## src/sv/ln_float_odd_series_assert.svh

```systemverilog
// ----------------------------------------------------------------------------
// ln_float_odd_series assertion macros
// Implication checks clocked on clk, disabled while rst_n is low.
// ----------------------------------------------------------------------------
`ifndef LN_FLOAT_ODD_SERIES_ASSERT_SVH
`define LN_FLOAT_ODD_SERIES_ASSERT_SVH
`ifndef NO_ASSERTIONS
`define LNF_ASSERT_IMP(lbl, cond, prop, msg) \
  lbl: assert property (@(posedge clk) disable iff (!rst_n) (cond) |-> (prop)) else $error(msg);
`define LNF_ASSERT_NXT(lbl, cond, prop, msg) \
  lbl: assert property (@(posedge clk) disable iff (!rst_n) (cond) |=> (prop)) else $error(msg);
`else
`define LNF_ASSERT_IMP(lbl, cond, prop, msg)
`define LNF_ASSERT_NXT(lbl, cond, prop, msg)
`endif
`endif

```

## src/sv/lnf_mul.sv

```systemverilog
// ----------------------------------------------------------------------------
// lnf_mul
// Two-stage fixed-point multiply-add: split partial products, then sum,
// round half up to F fraction bits and add a constant.
// ----------------------------------------------------------------------------
`default_nettype none
module lnf_mul #(
  parameter int F  = 30,
  parameter int W  = 32,
  parameter int SW = 1
) (
  input  wire logic          clk,
  input  wire logic          rst_n,
  input  wire logic          en,
  input  wire logic          vld_i,
  input  wire logic [W-1:0]  a_i,
  input  wire logic [W-1:0]  b_i,
  input  wire logic [W-1:0]  c_i,
  input  wire logic [SW-1:0] side_i,
  output logic               vld_o,
  output logic [W-1:0]       p_o,
  output logic [SW-1:0]      side_o
);
  localparam int H  = (W + 1) / 2;
  localparam int SM = 4 * H + 3;

  logic [H-1:0]   a0, a1, b0, b1;
  logic [2*H-1:0] pp00_r, pp01_r, pp10_r, pp11_r;
  logic [W-1:0]   c_r, p_r;
  logic [SW-1:0]  side1_r, side2_r;
  logic           vld1_r, vld2_r;
  logic [SM-1:0]  sum;

  assign a0 = a_i[H-1:0];
  assign b0 = b_i[H-1:0];
  assign a1 = H'(a_i[W-1:H]);
  assign b1 = H'(b_i[W-1:H]);

  assign sum = (SM'(pp11_r) << (2 * H)) + ((SM'(pp01_r) + SM'(pp10_r)) << H)
             + SM'(pp00_r) + (SM'(1) << (F - 1)) + (SM'(c_r) << F);

  always_ff @(posedge clk) begin
    if (!rst_n) begin
      vld1_r <= 1'b0;
      vld2_r <= 1'b0;
    end else if (en) begin
      vld1_r <= vld_i;
      vld2_r <= vld1_r;
    end
  end

  always_ff @(posedge clk) begin
    if (en) begin
      pp00_r  <= a0 * b0;
      pp01_r  <= a0 * b1;
      pp10_r  <= a1 * b0;
      pp11_r  <= a1 * b1;
      c_r     <= c_i;
      side1_r <= side_i;
      p_r     <= W'(sum >> F);
      side2_r <= side1_r;
    end
  end

  assign vld_o  = vld2_r;
  assign p_o    = p_r;
  assign side_o = side2_r;
endmodule
`default_nettype wire

```

## config.mk

```make
export PLATFORM = sky130hd
export DESIGN_NAME = lnf_mul
export DESIGN_NICKNAME = d
export VERILOG_FILES = /design/src/sv/ln_float_odd_series_assert.svh /design/src/sv/lnf_mul.sv
export SDC_FILE = /design/constraint.sdc
export NUM_CORES = 2
export LEC_CHECK = 0
export ABC_AREA = 0
export BUFFER_PORTS_ARGS = -buffer_cell sky130_fd_sc_hd__buf_2
export CAP_MARGIN = 20
export CORE_UTILIZATION = 66
export CTS_CLUSTER_DIAMETER = 80
export CTS_CLUSTER_SIZE = 30
export DETAILED_ROUTE_END_ITERATION = 7
export PLACE_DENSITY_LB_ADDON = 0.12
export SLEW_MARGIN = 5
export SYNTH_ARGS = -nofsm -noshare
export SYNTH_HDL_FRONTEND = slang
export SYNTH_SLANG_ARGS = --single-unit
```

## constraint.sdc

```tcl
create_clock -name clk -period 9.3 [get_ports clk]
set_input_delay 1.395 -clock clk [delete_from_list [all_inputs] [get_ports clk]]
set_output_delay 1.395 -clock clk [all_outputs]
set_load 0.005 [all_outputs]
```

==> out/qor.txt <==
Worst-Skew Late Latency: 0.49 ns
Status: finished clean
Drt via density: 5.70
RSZ-0062 raised after global routing: no
Syn avg cell area: 9.44 um^2
Top delay family on crit path: adder cells
Worst Path Arrival: 7.86 ns
DR vias: 30,388
Die area: 65,300 um^2
CTS sink count: 178
Setup crit end kind: flip-flop
# setup viols final: 0
TritonRoute pass-1 iters: 6
Post-synth ARST share: 0%
Clk_skew: 0.0113 ns
Hold path start: side1_r$_DFFE_PP_
Max H-tree Level: 4
PortBufs: 134
Yosys Warn Count: 0
Antenna violations before repair: 6
Total routed wirelength: 104 mm
EDFF count, synth: 176
CP startpoint: a_i[22]
Number of remaining DRC errors: 0
Seq cells post-synth: 178
Sequential-to-total area share from yosys stat: 12.5%
Dpl ws: 1.23 ns
CTS max path bufs: 2
Fin. Hold Viols: 0
Max-cap violations: 0
Top-count cell post-synth: inv_1
Iteration-0 DRC Markers: 2,162
Top-area cell type share of the netlist area: 37.5%
Hold crit path type: flip-flop to flip-flop
Critical-path top delay cell: buf_2
CTS Hold Bufs: 0
Critical Path RT: 9.55 ns
Dominant cell type by area after synthesis: fa_1
DIE WIDTH: 256 um
Synth top area cells: fa_1 37%, ha_1 15%, edfxtp_1 12%
Post-layout worst setup margin: 1.68 ns
Unique masters post-synth: 74
Core region area: 63,300 um^2
Synth cell count leaders: 934 x inv_1, 794 x fa_1, 614 x nand2_1, 502 x ha_1, 473 x and2_1
Post-route insts no fill: 5,330
Remaining antenna violation count: 0
Placer Congestion: 0.911
Post-Syn Instances: 4,496
Synth-to-Final Area Change: 4.05%
Period minus WS final: 7.62 ns
Syn Std Cell Area: 42,400 um^2
# rows: 92
CTS tree: yes
Gr usage total: 33.3%
Avg WL per Cell: 19.4 um
Post-Route Setup TNS: 0 ns
Critical path launch point type: input pin
Clock root buffer: clkbuf_16
F_max: 131 MHz
Die Y: 256 um
Setup Buffers After CTS: 0
Post-DP HPWL: 78.8 mm
Critical path peak fanout: 32
Crit-path cells: buf_2 -> nand2_1 -> fa_1 -> inv_1 -> fa_1 -> inv_1 -> fa_1 -> inv_1 -> fa_1 -> fa_1 -> inv_1 -> fa_1 -> inv_1 -> ha_1 -> a21o_1 -> a21o_1 -> a21o_1 -> a21oi_1 -> o21ai_0 -> a21o_1 -> o21a_1 -> o311a_1 -> o32ai_2 -> xnor2_1
CP dominant cell by count: fa_1
Placed instance count: 5,297
Pin count of the biggest net entering global routing: 109
# IOs: 135
First-pass GRT wire length: 170 mm
Slew @ Worst Pin: 1.03 ns
Crit share post-route: 81.9%
Clk pin slew, worst setup/hold paths: 0.08 ns
PostCTS Resize Cnt: 0
Nets: 5,867
R2r startpoint: pp10_r[0]$_DFFE_PP_
Total CTS buffers: 17
Fin Hold WS: 0.425 ns
Total gr overflow: 0
Share of layout cells above drive strength 1: 4.75%
Vias in the first global route: 32,496
Post-Syn Nets: 5,893
Ys flop type: edfxtp_1
Crit Path Class: input pin to flip-flop
Max-slew headroom: 31.2%
Initial Util: 67.0%
Slew Limit Fails: 0
Crit path buf inv count: 6
Max incr delay on CP: 0.61 ns
cells by family after synthesis:
group                      count (synthesis)  synth area share [%]
AOI/OAI and AO/OA                        406                  6.59
xor gates and xnor gates                 150                  3.10
adders and majority gates               1296                  52.3
buffers and inverters                   1129                  9.99
DFF                                      178                  12.5
muxes                                      4                0.0943
and+or+nand+nor                         1333                  15.4
path summary, 6_finish.rpt:
check | end | slack, ns | cells past startpoint
worst max-delay path | pp11_r[29]$_DFFE_PP_ | 1.68 | 24
worst min-delay path | side_o$_DFFE_PP_ | 0.42 | 0
worst max register to register | p_o[31]$_DFFE_PP_ | 2.07 | 24
worst min register to register | side_o$_DFFE_PP_ | 0.42 | 0
worst register-to-register path: stages, from the launching register on:
cell and delay (ns):
edfxtp_1 0.36, ha_1 0.17, inv_1 0.06, fa_1 0.39, nor2b_1 0.12, o21ai_0 0.10, a21boi_0 0.77, o21ai_0 0.25
o211ai_1 0.34, o41ai_2 0.16, o31ai_1 0.72, a41oi_1 0.31, a21oi_1 0.24, xor2_1 0.24, fa_1 0.47, ha_1 0.37
a21o_1 0.21, a21o_1 0.17, a21o_1 0.18, o21bai_1 0.13, o41a_2 0.22, a21boi_1 0.11, o31a_1 0.38, or4b_1 0.49
nand3_1 0.11
flip-flops by register name (all words and copies together) (netlist names):
signal / flops
c_r: 32
pp11_r: 30
vld1_r: 1
pp01_r: 32
vld_o: 1
side_o: 1
pp10_r: 32
side1_r: 1
p_o: 32
pp00_r: 16
metal layers:
layer	GRT usage, %	wire length [um]	vias to the layer above
met5	0	92	-
met4	9.33	2680	10
met3	6.07	8750	181
met2	54.9	48800	1116
met1	45.3	43300	15349
li1	-	-	13732
stage by stage:
step           util (%)  cell area [um^2]
2_1_floorplan         -             42400
3_3_place_gp       68.8             43600
3_5_place_dp       68.8             43600
4_1_cts            69.7             44200
5_1_grt            69.7             44200
6_report           69.8             44200
layout by cell type, fill, tap and decap left out, types with 16 or more instances in the layout:
cell type and count:
nor3_1 30, xnor2_1 103, buf_4 16, nand4_1 23, nand2_1 614, nand3_1 20
and2_1 473, inv_1 934, buf_2 133, nand2b_1 21, o21ai_0 54, clkbuf_16 17
edfxtp_1 176, fa_1 794, ha_1 502, nor2b_1 26, o21a_1 23, xor2_1 47
nor2_1 90, a21oi_1 124, a21o_1 88
layout make-up:
type	instances	area, um^2
clock inverters	15	166
fillers	4976	19200
repair buffers	150	800
diodes	1	2.50
multi-input cells	3189	32900
well taps	846	1060
inverters	934	3510
flip-flops and latches	178	5330
clock buffers	17	425
Power is left out: the tool's default activity adds up to more than one toggle a clock period on the data nets, which glitch-free logic cannot reach.
